File: src/hw/rtl/m3i_pkg.sv
// ----------------------------------------------------------------------------
// m3i_pkg
// shared types and constants of the 3x3 adjugate inverse
// ----------------------------------------------------------------------------
package m3i_pkg;

  localparam int ElemW = 16;  // q8.8 element
  localparam int AdjW  = 32;  // q16.16 cofactor
  localparam int DpW   = 48;  // element times cofactor
  localparam int DetW  = 49;  // determinant, q.24
  localparam int MagW  = 48;  // determinant magnitude
  localparam int ThrW  = 25;  // zero threshold register
  localparam int NumW  = 57;  // 2 * |adj| * 2^24 + |det|
  localparam int DenW  = 49;  // 2 * |det|
  localparam int QuoW  = 33;  // kept quotient bits
  localparam int CntW  = 6;
  localparam logic [CntW-1:0] LastStep = CntW'(NumW - 1);

  // adj[k] = e[i0] * e[i1] - e[i2] * e[i3], elements row-major
  localparam logic [3:0] CofIdx [9][4] = '{
    '{4'd4, 4'd8, 4'd5, 4'd7},
    '{4'd2, 4'd7, 4'd1, 4'd8},
    '{4'd1, 4'd5, 4'd2, 4'd4},
    '{4'd5, 4'd6, 4'd3, 4'd8},
    '{4'd0, 4'd8, 4'd2, 4'd6},
    '{4'd2, 4'd3, 4'd0, 4'd5},
    '{4'd3, 4'd7, 4'd4, 4'd6},
    '{4'd1, 4'd6, 4'd0, 4'd7},
    '{4'd0, 4'd4, 4'd1, 4'd3}
  };

  typedef logic [8:0][ElemW-1:0] mat_t;

  typedef struct packed {
    logic [8:0][AdjW-1:0] adj;
    logic [DetW-1:0]      det;
    logic                 singular;
  } item_t;

  typedef enum logic {
    BackIdle,
    BackDiv
  } back_state_e;

endpackage

File: src/hw/rtl/m3i_queue.sv
// ----------------------------------------------------------------------------
// m3i_queue
// small fifo between front and back
// ----------------------------------------------------------------------------
module m3i_queue import m3i_pkg::*; #(
  parameter int Depth = 8
) (
  input  logic  clk_i,
  input  logic  rst_ni,
  input  logic  push_i,
  input  item_t item_i,
  input  logic  pop_i,
  output logic  valid_o,
  output logic  full_o,
  output item_t item_o
);

  localparam int PtrW = (Depth > 1) ? $clog2(Depth) : 1;
  localparam int CntW = $clog2(Depth + 1);

  item_t             mem_q [Depth];
  logic [PtrW-1:0]   wr_q, rd_q;
  logic [CntW-1:0]   cnt_q;

  function automatic logic [PtrW-1:0] bump(logic [PtrW-1:0] p);
    bump = (p == PtrW'(Depth - 1)) ? '0 : p + 1'b1;
  endfunction

  always_ff @(posedge clk_i or negedge rst_ni) begin
    if (!rst_ni) begin
      wr_q  <= '0;
      rd_q  <= '0;
      cnt_q <= '0;
    end else begin
      if (push_i) wr_q <= bump(wr_q);
      if (pop_i)  rd_q <= bump(rd_q);
      cnt_q <= cnt_q + CntW'(push_i) - CntW'(pop_i);
    end
  end

  always_ff @(posedge clk_i) begin
    if (push_i) mem_q[wr_q] <= item_i;
  end

  assign valid_o = (cnt_q != '0);
  assign full_o  = (cnt_q == CntW'(Depth));
  assign item_o  = mem_q[rd_q];

  assert property (@(posedge clk_i) disable iff (!rst_ni) push_i |-> !full_o || pop_i)
    else $error("push into full queue");
  assert property (@(posedge clk_i) disable iff (!rst_ni) pop_i |-> valid_o)
    else $error("pop from empty queue");
  assert property (@(posedge clk_i) disable iff (!rst_ni) cnt_q <= CntW'(Depth))
    else $error("queue count out of range");

endmodule

File: config.mk
export PLATFORM = sky130hd
export DESIGN_NAME = m3i_queue
export DESIGN_NICKNAME = d
export VERILOG_FILES = /design/src/hw/rtl/m3i_pkg.sv /design/src/hw/rtl/m3i_queue.sv
export SDC_FILE = /design/constraint.sdc
export NUM_CORES = 2
export LEC_CHECK = 0
export CORE_UTILIZATION = 30
export CTS_BUF_LIST = sky130_fd_sc_hd__clkbuf_4 sky130_fd_sc_hd__clkbuf_8
export CTS_CLUSTER_SIZE = 24
export DETAILED_ROUTE_END_ITERATION = 8
export DONT_BUFFER_PORTS = 1
export PLACE_DENSITY = 0.49
export SLEW_MARGIN = 20
export SYNTH_ARGS = -nofsm -noshare
export SYNTH_HDL_FRONTEND = slang
export SYNTH_SLANG_ARGS = --single-unit
File: constraint.sdc
create_clock -name clk_i -period 29.1 [get_ports clk_i]
set_input_delay 5.82 -clock clk_i [delete_from_list [all_inputs] [get_ports clk_i]]
set_output_delay 5.82 -clock clk_i [all_outputs]
set_load 0.1 [all_outputs]
# Word-level counts from Yosys, hierarchy flattened

Memory sizes are Yosys's and may differ from the RTL's.
Index checks and enable logic that the tools add are counted.

Add/subtract/negate cells: 4
Multiplexer cells: 4
Eq/ne operators: 3
Reduce and logical (&&, ||, !) cells: 1

Operators with widths:

| operator            | number |
|---|---|
| $add 3x1->3 const B | 2 |
| $eq 3x3->1 const B  | 2 |
| $mux 3              | 2 |
| $add 4x1->4         | 1 |
| $eq 4x4->1 const B  | 1 |
| $reduce_bool 4->1   | 1 |
| $sub 4x1->4         | 1 |
| $mux 1              | 2 |

Logic and storage cells: 16
Memories: 1
Register bits after elaboration: 10
Bits in writable memories: 2704
Output and inout bits: 340

Memories:

| memory | words | bits a word | rd ports | clocked after Yosys merged registers in | wr ports | RTL line        | text |
|---|---|---|---|---|---|---|---|
| mem_q  | 8     | 338         | 1        | 0                                       | 1        | m3i_queue.sv:21 | `item_t mem_q [Depth];` |

# Longest topological paths before layout

Depth in word-level cells: 2
Gate-level depth with buffers: 7

# Worst setup path after synthesis

No wires, ideal clock.

Path type: input-to-reg
Start: input push_i
End: memory mem_q[0][0] (netlist bit) (enable)
Path slack: -0.979 ns
Arrival: 28.627 ns
Data required time: 27.648 ns
Stages: 2
Setup time: 1.452 ns
Cells stage by stage: nand2b_1 > nor3_1

Cells in the longest elaborated chain, start to end: 2

Ends and longest elaborated chain:

| element                      | RTL line        | text |
|---|---|---|
| start: declaration           | m3i_queue.sv:10 | `input logic push_i,` |
| $mux 1                       | m3i_queue.sv:42 | `if (push_i) mem_q[wr_q] <= item_i;` |
| $mux 1 (not written as such) | m3i_queue.sv:42 |  |
| end: declaration             | m3i_queue.sv:21 |  |

Every way passes these cells.

==> impl_metrics.py <==
metrics = {
    "status": {
        "outcome": "finished clean",
    },
    "sta": {
        "post-route-period-util_pct": 45.9,
        "layout_min_cycle_time_ns": 13.35,
        "setup_violations": 0,
        "slew_violations": 0,
        "hold_viol_final": 0,
        "fin_worst_skew_ns": 0.0397,
        "max_clock_freq_ghz": 0.0749,
        "grt_setup_unrepaired": "no",
        "max_slew.worst_pin.slew_ns": 1.05,
        "totalNegativeSetupSlack_ns": 0,
        "worst_slew_margin_rel_pct": 29.8,
    },
    "floorplanning": {
        "core_area_um2": 337000,
        "die_h_um": 585,
        "top_level_ports": 682,
        "num_rows": 213,
        "floorplan.initialDensity_pct": 30.2,
        "chipWidth_um": 585,
        "die-area_um2": 342000,
    },
    "routing": {
        "final_wirelength_um": 238000,
        "iteration_0_drc_markers": 2481,
        "via_count": 42700,
        "ratio_of_routed_vias_to_standard_cells": 4.66,
        "wire_per_inst_um": 25.9,
        "firstDrtPassIters": 4,
        "ant_nets": 0,
        "drc": 0,
    },
    "hold_path": {
        "hold_depth": 1,
        "holdCritPathClass": "reg -> reg",
    },
    "worst_setup_path": {
        "timing.critical_path.cells": "buf_4, buf_4, buf_4, buf_4, buf_4, buf_4, mux4_2, mux2_2",
        "slowest_cp_cell": "sky130_fd_sc_hd__dfrtp_4",
        "worst_ep_arrival_time_ns": 7.53,
        "critical_path_required_ns": 23.28,
        "crit_family": "buffers and inverters",
        "timing.critical_path.from_type": "register",
        "timing.critical_path.depth": 8,
        "critPathMaxStageDelay_ns": 0.81,
        "top_cell_by_count_worst_path": "sky130_fd_sc_hd__buf_4",
        "timing.setup.critical_path_class": "reg -> out",
        "setup.worst_path.end_class": "output pin",
        "cp_max_fo": 54,
        "path_buf_inv": 6,
        "count_of_cells_along_the_worst_register_to_register_path": 7,
    },
    "synth": {
        "synth_largest_area_cell": "sky130_fd_sc_hd__edfxtp_1",
        "netlist_top_cells_area": "sky130_fd_sc_hd__edfxtp_1 80%, sky130_fd_sc_hd__mux4_2 15%, sky130_fd_sc_hd__mux2_2 3.8%",
        "synth_cell_type_count": 23,
        "post-synth-top-area-fraction_pct": 79.7,
        "synthesis.area_per_instance_um2": 25.7,
        "postSynthCellCount": 3965,
        "synthesized_nets": 4318,
        "yosys_warnings": 0,
        "syn-cell-area_um2": 102000,
        "ys_seq_area_share_pct": 79.9,
        "postSynthRegisterBits": 2714,
    },
    "job": {
        "maxCapViolations": 0,
    },
    "finish": {
        "layout-drive-gt1-share_pct": 38.9,
        "most_common_cell_after_layout_fill_and_taps_aside": "sky130_fd_sc_hd__edfxtp_1",
        "final_cells": 9175,
        "filler_cell_count": 31300,
        "areaGrowthSynthToFinish_pct": 13.9,
        "finalNetCount": 4677,
        "most-common-layout-cells": "2704 x sky130_fd_sc_hd__edfxtp_1, 676 x sky130_fd_sc_hd__mux4_2, 450 x sky130_fd_sc_hd__clkbuf_8",
    },
    "global_route": {
        "grt.total_usage_pct": 13.6,
        "grt_max_degree": 106,
        "grt_overflow_total": 0,
        "grt_pass1_wl_um": 338000,
        "grt_pass1_vias": 47200,
        "antenna_found_initial": 4,
    },
    "placement": {
        "finalWeightedCongestion": 0.710,
        "dpl.hpwl_um": 133000,
        "place.port_buffers": 0,
        "post-place-cells": 8389,
    },
    "cts": {
        "clock_sink_count": 2714,
        "cts.root.buffer_cell": "sky130_fd_sc_hd__clkbuf_8",
        "cts_buffers": 446,
        "cts_post_setup_buffers_inserted": 0,
        "clock_tree.buffer_depth": 4,
        "clk_transition_reported_paths_ns": 0.06,
        "cts-htree-levels": 5,
        "cts_resized": 0,
        "insertion_delay_ns": 1.06,
        "cts_tree": "done",
        "ctsHoldBuffers": 0,
    },
}
-- flip-flops by register name, summed over array words and instances, names as in the netlist --
register,cells
wr_q,3
mem_q,2704
cnt_q,4
rd_q,3
-- cell usage after synthesis, drive strengths merged --
| library cell | count |
|---|---|
| nand2 | 3 |
| dfrtp | 10 |
| mux4 | 676 |
| ha | 10 |
| xnor2 | 1 |
| nand2b | 2 |
| nand3b | 1 |
| fa | 1 |
| xor2 | 1 |
| nor3 | 2 |
| and3 | 1 |
| buf | 113 |
| mux2 | 343 |
| clkbuf | 76 |
| nor2 | 8 |
| edfxtp | 2704 |
| o21ai | 1 |
| nand3 | 1 |
| a21o | 1 |
| a21oi | 1 |
| inv | 9 |
-- layout make-up --
cell class              instances  area [um2]  share of cell area (%)
diodes                          7        17.5                  0.0151
clock buffers                 616        7440                    6.41
clock inverters               161        1180                    1.01
inverters                       9        33.8                  0.0291
multi-input cells            1053       19400                    16.7
flip-flops and latches       2714       81500                    70.2
well taps                    4515        5650                    4.87
repair buffers                100         866                   0.746
-- worst reg2reg max path, delay by kind of cell, from the launching register on --
kind	cells	cell delay, ns
buffers and inverters	5	3.84
DFF	1	0.49
and+or+nand+nor	2	1.07
-- cell families (layout without fill, tap and decap cells) --
family | Yosys count | in the layout | synth area share [%]
AO/OA/AOI/OAI | 3 | 3 | 0.0172
XOR/XNOR | 2 | 2 | 0.0172
adder cells (fa/ha/maj) | 11 | 11 | 0.142
buffers and inverters | 198 | 886 | 1.11
flip-flops | 2714 | 2714 | 79.9
multiplexers | 1019 | 1019 | 18.7
other | 0 | 7 | 0
AND/OR/NAND/NOR | 18 | 18 | 0.0810
-- final timing paths --
| kind | start | to | slack [ns] |
|---|---|---|---|
| worst max-delay path | rd_q[2]$_DFFE_PN0P_ | item_o[307] | 15.75 |
| worst min-delay path | wr_q[2]$_DFFE_PN0P_ | wr_q[2]$_DFFE_PN0P_ | 0.57 |
| worst max register to register | wr_q[0]$_DFFE_PN0P_ | mem_q[6][151]$_DFFE_PP_ | 23.27 |
| worst min register to register | wr_q[2]$_DFFE_PN0P_ | wr_q[2]$_DFFE_PN0P_ | 0.57 |
| max in group asynchronous | rst_ni | rd_q[2]$_DFFE_PN0P_ | 24.56 |
| min in group asynchronous | rst_ni | cnt_q[3]$_DFF_PN0_ | 4.44 |
-- through the flow --
step	hold WS [ns]	setup WS [ns]	instance area (um2)	util, %
2_1_floorplan	0.524	8.11	102000	-
3_3_place_gp	0.550	16.63	107000	31.8
3_5_place_dp	0.564	16.64	107000	31.8
4_1_cts	0.578	15.36	116000	34.4
5_1_grt	0.637	15.26	116000	34.4
6_report	0.573	15.75	116000	34.4
-- metal layers --
layer / vias to the layer above / track usage [%] / wire, um
met2: 1143 / 22.4 / 115000
met4: 0 / 3.87 / 5550
met3: 369 / 5.57 / 22600
met5: - / 0 / 0
met1: 23300 / 16.4 / 94500
li1: 17900 / - / -
Power is not shown: default switching activity piles up to over one toggle a cycle in this logic, so the estimate is an artifact.
