**src/hw/rtl/m3i_pkg.sv**
```systemverilog
// ----------------------------------------------------------------------------
// m3i_pkg
// shared types and constants of the 3x3 adjugate inverse
// ----------------------------------------------------------------------------
package m3i_pkg;

  localparam int ElemW = 16;  // q8.8 element
  localparam int AdjW  = 32;  // q16.16 cofactor
  localparam int DpW   = 48;  // element times cofactor
  localparam int DetW  = 49;  // determinant, q.24
  localparam int MagW  = 48;  // determinant magnitude
  localparam int ThrW  = 25;  // zero threshold register
  localparam int NumW  = 57;  // 2 * |adj| * 2^24 + |det|
  localparam int DenW  = 49;  // 2 * |det|
  localparam int QuoW  = 33;  // kept quotient bits
  localparam int CntW  = 6;
  localparam logic [CntW-1:0] LastStep = CntW'(NumW - 1);

  // adj[k] = e[i0] * e[i1] - e[i2] * e[i3], elements row-major
  localparam logic [3:0] CofIdx [9][4] = '{
    '{4'd4, 4'd8, 4'd5, 4'd7},
    '{4'd2, 4'd7, 4'd1, 4'd8},
    '{4'd1, 4'd5, 4'd2, 4'd4},
    '{4'd5, 4'd6, 4'd3, 4'd8},
    '{4'd0, 4'd8, 4'd2, 4'd6},
    '{4'd2, 4'd3, 4'd0, 4'd5},
    '{4'd3, 4'd7, 4'd4, 4'd6},
    '{4'd1, 4'd6, 4'd0, 4'd7},
    '{4'd0, 4'd4, 4'd1, 4'd3}
  };

  typedef logic [8:0][ElemW-1:0] mat_t;

  typedef struct packed {
    logic [8:0][AdjW-1:0] adj;
    logic [DetW-1:0]      det;
    logic                 singular;
  } item_t;

  typedef enum logic {
    BackIdle,
    BackDiv
  } back_state_e;

endpackage

```
**src/hw/rtl/m3i_back.sv**
```systemverilog
// ----------------------------------------------------------------------------
// m3i_back
// nine bit-serial dividers with rounding and saturation
// ----------------------------------------------------------------------------
module m3i_back import m3i_pkg::*; (
  input  logic                 clk_i,
  input  logic                 rst_ni,
  input  logic                 q_valid_i,
  input  item_t                q_item_i,
  output logic                 pop_o,
  output logic                 done_o,
  output logic [8:0][AdjW-1:0] inv_o,
  output logic                 singular_o
);

  back_state_e state_q, state_d;
  logic        load, finish;

  logic [8:0][NumW-1:0] n_q;
  logic [8:0][DenW-1:0] rem_q, rem_n;
  logic [8:0][QuoW-1:0] quo_q, quo_n;
  logic [8:0]           ovf_q, ovf_n, neg_q;
  logic [8:0][AdjW-1:0] res;
  logic [DenW-1:0]      den_q;
  logic [CntW-1:0]      cnt_q;
  logic                 done_q;
  logic [8:0][AdjW-1:0] inv_q;
  logic                 sing_q;

  logic [MagW-1:0]      det_mag;
  logic [DenW:0]        rem_sh, diff;

  // next state
  always_comb begin
    state_d = state_q;
    case (state_q)
      BackIdle: if (q_valid_i && !q_item_i.singular) state_d = BackDiv;
      BackDiv:  if (cnt_q == LastStep) state_d = BackIdle;
      default:  state_d = BackIdle;
    endcase
  end

  // outputs of the sequencer
  always_comb begin
    load   = 1'b0;
    finish = 1'b0;
    case (state_q)
      BackIdle: load   = q_valid_i;
      BackDiv:  finish = (cnt_q == LastStep);
      default: begin
        load   = 1'b0;
        finish = 1'b0;
      end
    endcase
  end

  assign pop_o   = load;
  assign det_mag = q_item_i.det[DetW-1] ? MagW'(-q_item_i.det) : MagW'(q_item_i.det);

  // one restoring step per lane, then round already folded in, saturate
  always_comb begin
    rem_sh = '0;
    diff   = '0;
    for (int i = 0; i < 9; i++) begin
      rem_sh   = {rem_q[i], n_q[i][NumW-1]};
      diff     = rem_sh - {1'b0, den_q};
      rem_n[i] = diff[DenW] ? rem_sh[DenW-1:0] : diff[DenW-1:0];
      quo_n[i] = {quo_q[i][QuoW-2:0], ~diff[DenW]};
      ovf_n[i] = ovf_q[i] | quo_q[i][QuoW-1];
      if (neg_q[i]) begin
        if (ovf_n[i] || quo_n[i][QuoW-1] || quo_n[i][AdjW-1]) res[i] = {1'b1, {(AdjW-1){1'b0}}};
        else res[i] = -quo_n[i][AdjW-1:0];
      end else begin
        if (ovf_n[i] || quo_n[i][QuoW-1] || quo_n[i][AdjW-1]) res[i] = {1'b0, {(AdjW-1){1'b1}}};
        else res[i] = quo_n[i][AdjW-1:0];
      end
    end
  end

  always_ff @(posedge clk_i or negedge rst_ni) begin
    if (!rst_ni) begin
      state_q <= BackIdle;
      done_q  <= 1'b0;
      cnt_q   <= '0;
    end else begin
      state_q <= state_d;
      done_q  <= finish || (load && q_item_i.singular);
      cnt_q   <= load ? '0 : cnt_q + 1'b1;
    end
  end

  always_ff @(posedge clk_i) begin
    if (load) begin
      den_q <= {det_mag, 1'b0};
      for (int i = 0; i < 9; i++) begin
        n_q[i]   <= {(q_item_i.adj[i][AdjW-1] ? -q_item_i.adj[i] : q_item_i.adj[i]), 25'b0}
                    + {9'b0, det_mag};
        rem_q[i] <= '0;
        quo_q[i] <= '0;
        ovf_q[i] <= 1'b0;
        neg_q[i] <= q_item_i.adj[i][AdjW-1] ^ q_item_i.det[DetW-1];
      end
      if (q_item_i.singular) begin
        inv_q  <= q_item_i.adj;
        sing_q <= 1'b1;
      end
    end else begin
      for (int i = 0; i < 9; i++) begin
        n_q[i]   <= {n_q[i][NumW-2:0], 1'b0};
        rem_q[i] <= rem_n[i];
        quo_q[i] <= quo_n[i];
        ovf_q[i] <= ovf_n[i];
      end
      if (finish) begin
        inv_q  <= res;
        sing_q <= 1'b0;
      end
    end
  end

  assign done_o     = done_q;
  assign inv_o      = inv_q;
  assign singular_o = sing_q;

  assert property (@(posedge clk_i) disable iff (!rst_ni) state_q == BackDiv |-> !pop_o)
    else $error("pop while dividing");
  assert property (@(posedge clk_i) disable iff (!rst_ni) finish |=> done_o && !singular_o)
    else $error("finished divide not presented");
  assert property (@(posedge clk_i) disable iff (!rst_ni) done_o |-> $past(pop_o) || $past(finish))
    else $error("result without source");

endmodule

```
**config.mk**
```make
export PLATFORM = sky130hd
export DESIGN_NAME = m3i_back
export DESIGN_NICKNAME = d
export VERILOG_FILES = /design/src/hw/rtl/m3i_pkg.sv /design/src/hw/rtl/m3i_back.sv
export SDC_FILE = /design/constraint.sdc
export NUM_CORES = 2
export LEC_CHECK = 0
export ABC_AREA = 0
export ABC_CLOCK_PERIOD_IN_PS = 17100
export BUFFER_PORTS_ARGS = -buffer_cell sky130_fd_sc_hd__buf_2
export CAP_MARGIN = 20
export CORE_MARGIN = 10
export CORE_UTILIZATION = 39
export DETAILED_ROUTE_END_ITERATION = 12
export GPL_ROUTABILITY_DRIVEN = 0
export PLACE_DENSITY = 0.69
export SYNTH_ARGS = -nofsm -noshare
export SYNTH_HDL_FRONTEND = slang
export SYNTH_SLANG_ARGS = --single-unit
```
**constraint.sdc**
```tcl
create_clock -name clk_i -period 17.1 [get_ports clk_i]
set_clock_uncertainty 0.1 [all_clocks]
set_input_delay 0.855 -clock clk_i [delete_from_list [all_inputs] [get_ports clk_i]]
set_output_delay 0.855 -clock clk_i [all_outputs]
set_load 0.02 [all_outputs]
```
After elaboration in Yosys (flattened, before gate mapping)

Cells that the tools add are included.

Register bits after elaboration: 1614
Input bits: 341
Logic and storage cells: 203

$add $sub $neg: 38
Equality and inequality tests: 2
Mux-type cells: 59
Bitwise operators: 28
Reduce and logical (&&, ||, !) cells: 24

Operator list:

| operator                                      | number |
|---|---|
| two-way mux 32 bit                            | 36 |
| two-way mux 288 bit                           | 3 |
| negator 32 bit                                | 18 |
| adder 57 x 48 -> 57 bit                       | 9 |
| two-way mux 513 bit                           | 1 |
| subtractor 50 x 49 -> 50 bit                  | 9 |
| two-way mux 49 bit                            | 9 |
| two-way mux 48 bit                            | 1 |
| negator 48 bit                                | 1 |
| logical OR 1 bit                              | 19 |
| NOT 1 bit                                     | 10 |
| bitwise OR 1 bit                              | 9 |
| XOR 1 bit                                     | 9 |
| two-way mux 1 bit                             | 7 |
| adder 6 x 1 -> 6 bit (second input constant)  | 1 |
| == test 6 bit (second input constant)         | 1 |
| two-way mux 6 bit                             | 1 |
| logical AND 1 bit                             | 2 |
| inequality test 2 bit (second input constant) | 1 |
| one-hot mux 1 bit (2 select lines)            | 1 |
| AND reduction 2 bit                           | 1 |
| nonzero test 2 bit                            | 1 |
| logical NOT 1 bit                             | 1 |

Longest topological paths before layout

Depth after elaboration: 7
Mapped depth: 24
Mapped depth without buffers: 23

Worst setup path before layout

OpenSTA, ideal clock, no wires.

Path kind: input-to-reg
Start: input q_valid_i
End: register inv_q, in the netlist inv_o[0] (enable)
Arrival time: 15213 ps
Required time: 15960 ps
Slack: 747 ps
Cell stages on the path: 7
Path through: nand2b_1 clkbuf_1 clkbuf_1 clkbuf_1 clkbuf_1 buf_1 o22ai_1

Word-level cells in the longest chain between the ends: 3

RTL lines:

| element                                                                      | line            | text |
|---|---|---|
| start: declaration                                                           | m3i_back.sv:8   | `input logic q_valid_i,` |
| two-way mux 1 bit *                                                          | m3i_back.sv:47  | `case (state_q)` |
| inequality test 2 bit (no source line) or nonzero test 2 bit (tied branches) | n/a             |  |
| AND reduction 2 bit (no source line) *                                       | n/a             |  |
| end signal: assignment                                                       | m3i_back.sv:104 | `inv_q <= q_item_i.adj;` |
| end signal: assignment                                                       | m3i_back.sv:115 | `inv_q <= res;` |
| end: declaration                                                             | m3i_back.sv:27  | `logic [8:0][AdjW-1:0] inv_q;` |

Mark *: on every way between the ends. The rest lies on a longest branch, timed or not.
A chain may end at the register's enable or synchronous reset.

Worst setup path after layout

Start: input q_item_i[17] (netlist name)
End: register n_q[225] (netlist name)

Word-level cells in the longest chain between the ends: 4

RTL lines:

| element                        | line            | text |
|---|---|---|
| start: declaration             | m3i_back.sv:9   | `input item_t q_item_i,` |
| negator 48 bit                 | m3i_back.sv:58  | `assign det_mag = q_item_i.det[DetW-1] ? MagW'(-q_item_i.det) : MagW'(q_item_i.det);` |
| two-way mux 48 bit             | m3i_back.sv:58  |  |
| named net det_mag[26]          | m3i_back.sv:30  | `logic [MagW-1:0] det_mag;` |
| adder 57 x 48 -> 57 bit        | m3i_back.sv:97  | `+ {9'b0, det_mag};` |
| two-way mux 513 bit            | m3i_back.sv:93  | `if (load) begin` |
| end signal: indexed assignment | m3i_back.sv:96  | `n_q[i] <= {(q_item_i.adj[i][AdjW-1] ? -q_item_i.adj[i] : q_item_i.adj[i]), 25'b0}` |
| end signal: indexed assignment | m3i_back.sv:109 | `n_q[i] <= {n_q[i][NumW-2:0], 1'b0};` |
| end: declaration               | m3i_back.sv:19  | `logic [8:0][NumW-1:0] n_q;` |

The timed path passes the listed nets, and every way through them passes these cells.

==> summary.txt <==
Run status
  – Outcome: finished, final reports clean

Clock tree
  – Worst-path clk slew: 0.07 ns
  – Cts bufs inserted: 156
  – Worst-case clock buffer depth: 3
  – CTS tree: built
  – CTS H-Tree Depth: 4
  – Sink Count: 1414
  – Clk root buf: clkbuf_16
  – Post-CTS Setup Bufs: 0
  – Worst-skew pair later-pin latency: 0.84 ns

Finish
  – Layout cell share with drive strength beyond 1: 0.0970
  – Final Cell Area: 107000 um^2
  – Nets@finish: 13065
  – Storage element area: 31800 um^2
  – Post-layout util: 0.441
  – Synth-to-layout area growth: 12.8%
  – Area of the multi-input gates: 60400 um^2
  – Final Non-Filler Cells: 15476
  – Fillers: 24148

Routing
  – Via-to-Cell Ratio: 5.68
  – ANT nets after route: 0
  – DRC errors left: 0
  – Detailed-route via count: 87936
  – WL/cell: 21.1 um
  – First-pass DRT Iterations: 7
  – Routed WL: 327000 um
  – First DRT Iteration DRCs: 8556

Yosys
  – Synth Warn #: 0
  – Post-synthesis cell count: 11692
  – Mapped Area: 95000 um^2
  – Seq/Total Area, Yosys: 0.335
  – Top_reg_cell synth: dfxtp_1
  – Post-synth EDFFs: 346
  – FFs w/ async S/R, synth: 0.00566
  – Synthesis-stage register bit count: 1414
  – Syn nets: 12684
  – Post-Syn Area per Cell: 8.13 um^2
  – Post-synth cell types: 102

GRT
  – GRT met1 Usage: 0.300
  – First-pass GRT wire length: 488000 um
  – Largest net degree at the start of global routing: 184
  – Gr usage total: 0.234
  – Vias in the first global route: 79741
  – Remaining global-route overflow: 0
  – Grt met3 use: 0.0451
  – Met2 Resource Use GR: 0.369
  – Antenna violations before repair: 100
  – Busiest grt layer: met2

Power and ir drop
  – P per Cell Area: 179 nW/um^2
  – Max IR drop VDD: 0.000158 V
  – Lkg Pwr: 44.0 nW

Floorplan
  – Core area: 243000 um^2
  – Die Area: 264000 um^2
  – Row count: 181
  – Initial Util: 0.391
  – Die Wd: 514 um
  – # IOs: 632
  – Die height: 514 um

STA
  – Period Utilization, post-route: 0.422
  – Unrepaired setup endpoints after global routing: no
  – Min Tclk post-route: 7.22 ns
  – Final setup viols: 0
  – Final hold vios: 0
  – Fin. max-slew vios: 0
  – Relative slew margins: 0.166
  – Hold slack final: 0.131 ns
  – Fmax: 138 MHz
  – Setup total negative slack: 0 ns
  – Least-Margin Pin Slew: 1.24 ns

Place
  – Dpl cells: 15115
  – Placement Cell Area: 102000 um^2
  – I/O Buffers: 631
  – Dpl hpwl: 240000 um

Worst setup path
  – Crit start category: primary input
  – Slowest stage delay, CP: 0.73 ns
  – R2R cell count: 17
  – CP endpoint kind: flop
  – Crit Path Category: primary input to flop
  – Worst path cell trace: buf_2 -> or4_4 -> or4_1 -> or4_4 -> o21ai_0 -> xor2_4 -> inv_1 -> buf_4 -> ha_1 -> a211oi_1 -> o21ai_0 -> a211oi_1 -> o21bai_1 -> maj3_1 -> maj3_1 -> a31oi_1 -> nor3_1 -> nor4_1 -> o31ai_1 -> nand3b_1 -> xnor2_1 -> o21ai_1
  – Critical Path RT: 17.70 ns
  – CP max-delay cell: xor2_4
  – Worst-path fanout max: 11
  – Crit path DAT: 7.82 ns

Job
  – # Max-Cap Violations: 0

Min path
  – Worst min path class: primary input to flop
  – WHS Path Cells: 1
what timing repair did:
action	4_1_cts	5_1_grt
hold buffers	1	0
endpoints found under the hold margin	8	0
resized for setup	0	0
cells in the final DEF, fill, tap and decap left out, drive strengths merged, types with 152 or more instances in the layout:
cell / netlist / final
xnor2: 694 / 694
nand2b: 152 / 152
inv: 300 / 311
nand2: 1449 / 1449
nor3: 232 / 232
o31ai: 175 / 175
nand3: 229 / 229
nor2b: 163 / 163
buf: 65 / 769
and2: 325 / 325
ha: 633 / 633
a21oi: 1041 / 1041
o21ai: 944 / 944
xor2: 322 / 322
dfxtp: 1060 / 1060
nor2: 947 / 947
edfxtp: 346 / 346
clkbuf: 483 / 215
a21o: 307 / 307
Yosys cell counts, types with 54 or more instances:
library cell  number  area, um^2
nor3_1           231        1160
dfxtp_1         1060       21200
nand3_1          229        1150
a211oi_1         102         766
o41ai_1           74         648
nor2b_1          163        1020
o21a_1           129         968
a21oi_1         1037        5190
nand3b_1          54         405
edfxtp_1         346       10400
xnor2_1          693        6070
inv_1            297        1110
a31oi_1          106         663
nor4_1           132         826
mux2i_1          140        1400
o211ai_1          64         480
ha_1             633        7920
clkbuf_1         483        1810
and3_1            73         457
and2_1           323        2020
o31ai_1          174        1310
nor2_1           947        3550
or4_1             81         608
buf_1             58         218
or3_1            143         895
or2_2             57         357
nand4_1           72         450
o21ai_0          919        4600
o21bai_1          92         691
o221ai_1          55         482
nand2b_1         152         951
xor2_1           322        2820
nand2_1         1449        5440
a21o_1           307        2300
final timing paths:
| check | to | slack, ns | from |
|---|---|---|---|
| max reg2reg | inv_o[200] | 10.51 | rem_q[294] |
| min in group asynchronous | state_q | 0.32 | rst_ni |
| max | n_q[225] | 9.88 | q_item_i[17] |
| min | den_q[1] | 0.13 | q_item_i[1] |
| max in group asynchronous | done_o | 16.40 | rst_ni |
| min reg2reg | n_q[85] | 0.31 | n_q[84] |
sequential cells by signal, summed over array words and instances (netlist names), 6 cells and up:
name,cells
ovf_q,9
inv_o,288
quo_q,9
n_q,313
cnt_q,6
quo_n,288
neg_q,9
rem_q,441
den_q,48
through the flow:
step / setup slack (ns) / power (W)
4_1_cts: 9.96 / 0.0191
3_5_place_dp: 9.09 / 0.0154
3_3_place_gp: 9.06 / 0.0153
2_1_floorplan: 0.747 / 0.0131
6_report: 9.88 / 0.0191
5_1_grt: 9.50 / 0.0206
report_power, final:
| part | internal, W | switching [W] | total, W |
|---|---|---|---|
| combinational | 0.00398 | 0.00582 | 0.00979 |
| sequential | 0.00488 | 0.000891 | 0.00577 |
| clock | 0.00205 | 0.00152 | 0.00358 |
| total | 0.0109 | 0.00823 | 0.0191 |
critical path: cells and delay by family:
kind                       cells  cell delay (ns)
and+or+nand+nor                6             2.51
AOI/OAI and AO/OA              8             1.95
adders and majority gates      3             1.16
xor gates and xnor gates       2             0.85
buffers and inverters          3             0.47
layer usage:
| layer | vias up | share of wire |
|---|---|---|
| met5 | - | 0.0010 |
| met4 | 52 | 0.059 |
| met3 | 701 | 0.079 |
| met2 | 3298 | 0.44 |
| met1 | 41089 | 0.42 |
| li1 | 42796 | - |
kinds of logic after synthesis:
logic type	share of synthesized area
compound gates	0.220
xor+xnor	0.0940
fa+ha+maj	0.0884
buf+inv	0.0338
flops	0.335
mux	0.0164
simple gates	0.213
layout make-up:
cell class / instances / share of cell area
Sequential cell: 1414 / 0.297
Clock buffer: 214 / 0.0403
Multi-Input combinational cell: 9429 / 0.563
Tap cell: 3202 / 0.0374
Antenna cell: 69 / 0.00161
Timing Repair Buffer: 771 / 0.0400
Inverter: 301 / 0.0106
Clock inverter: 76 / 0.00976
(Power assumes the default switching activity.)
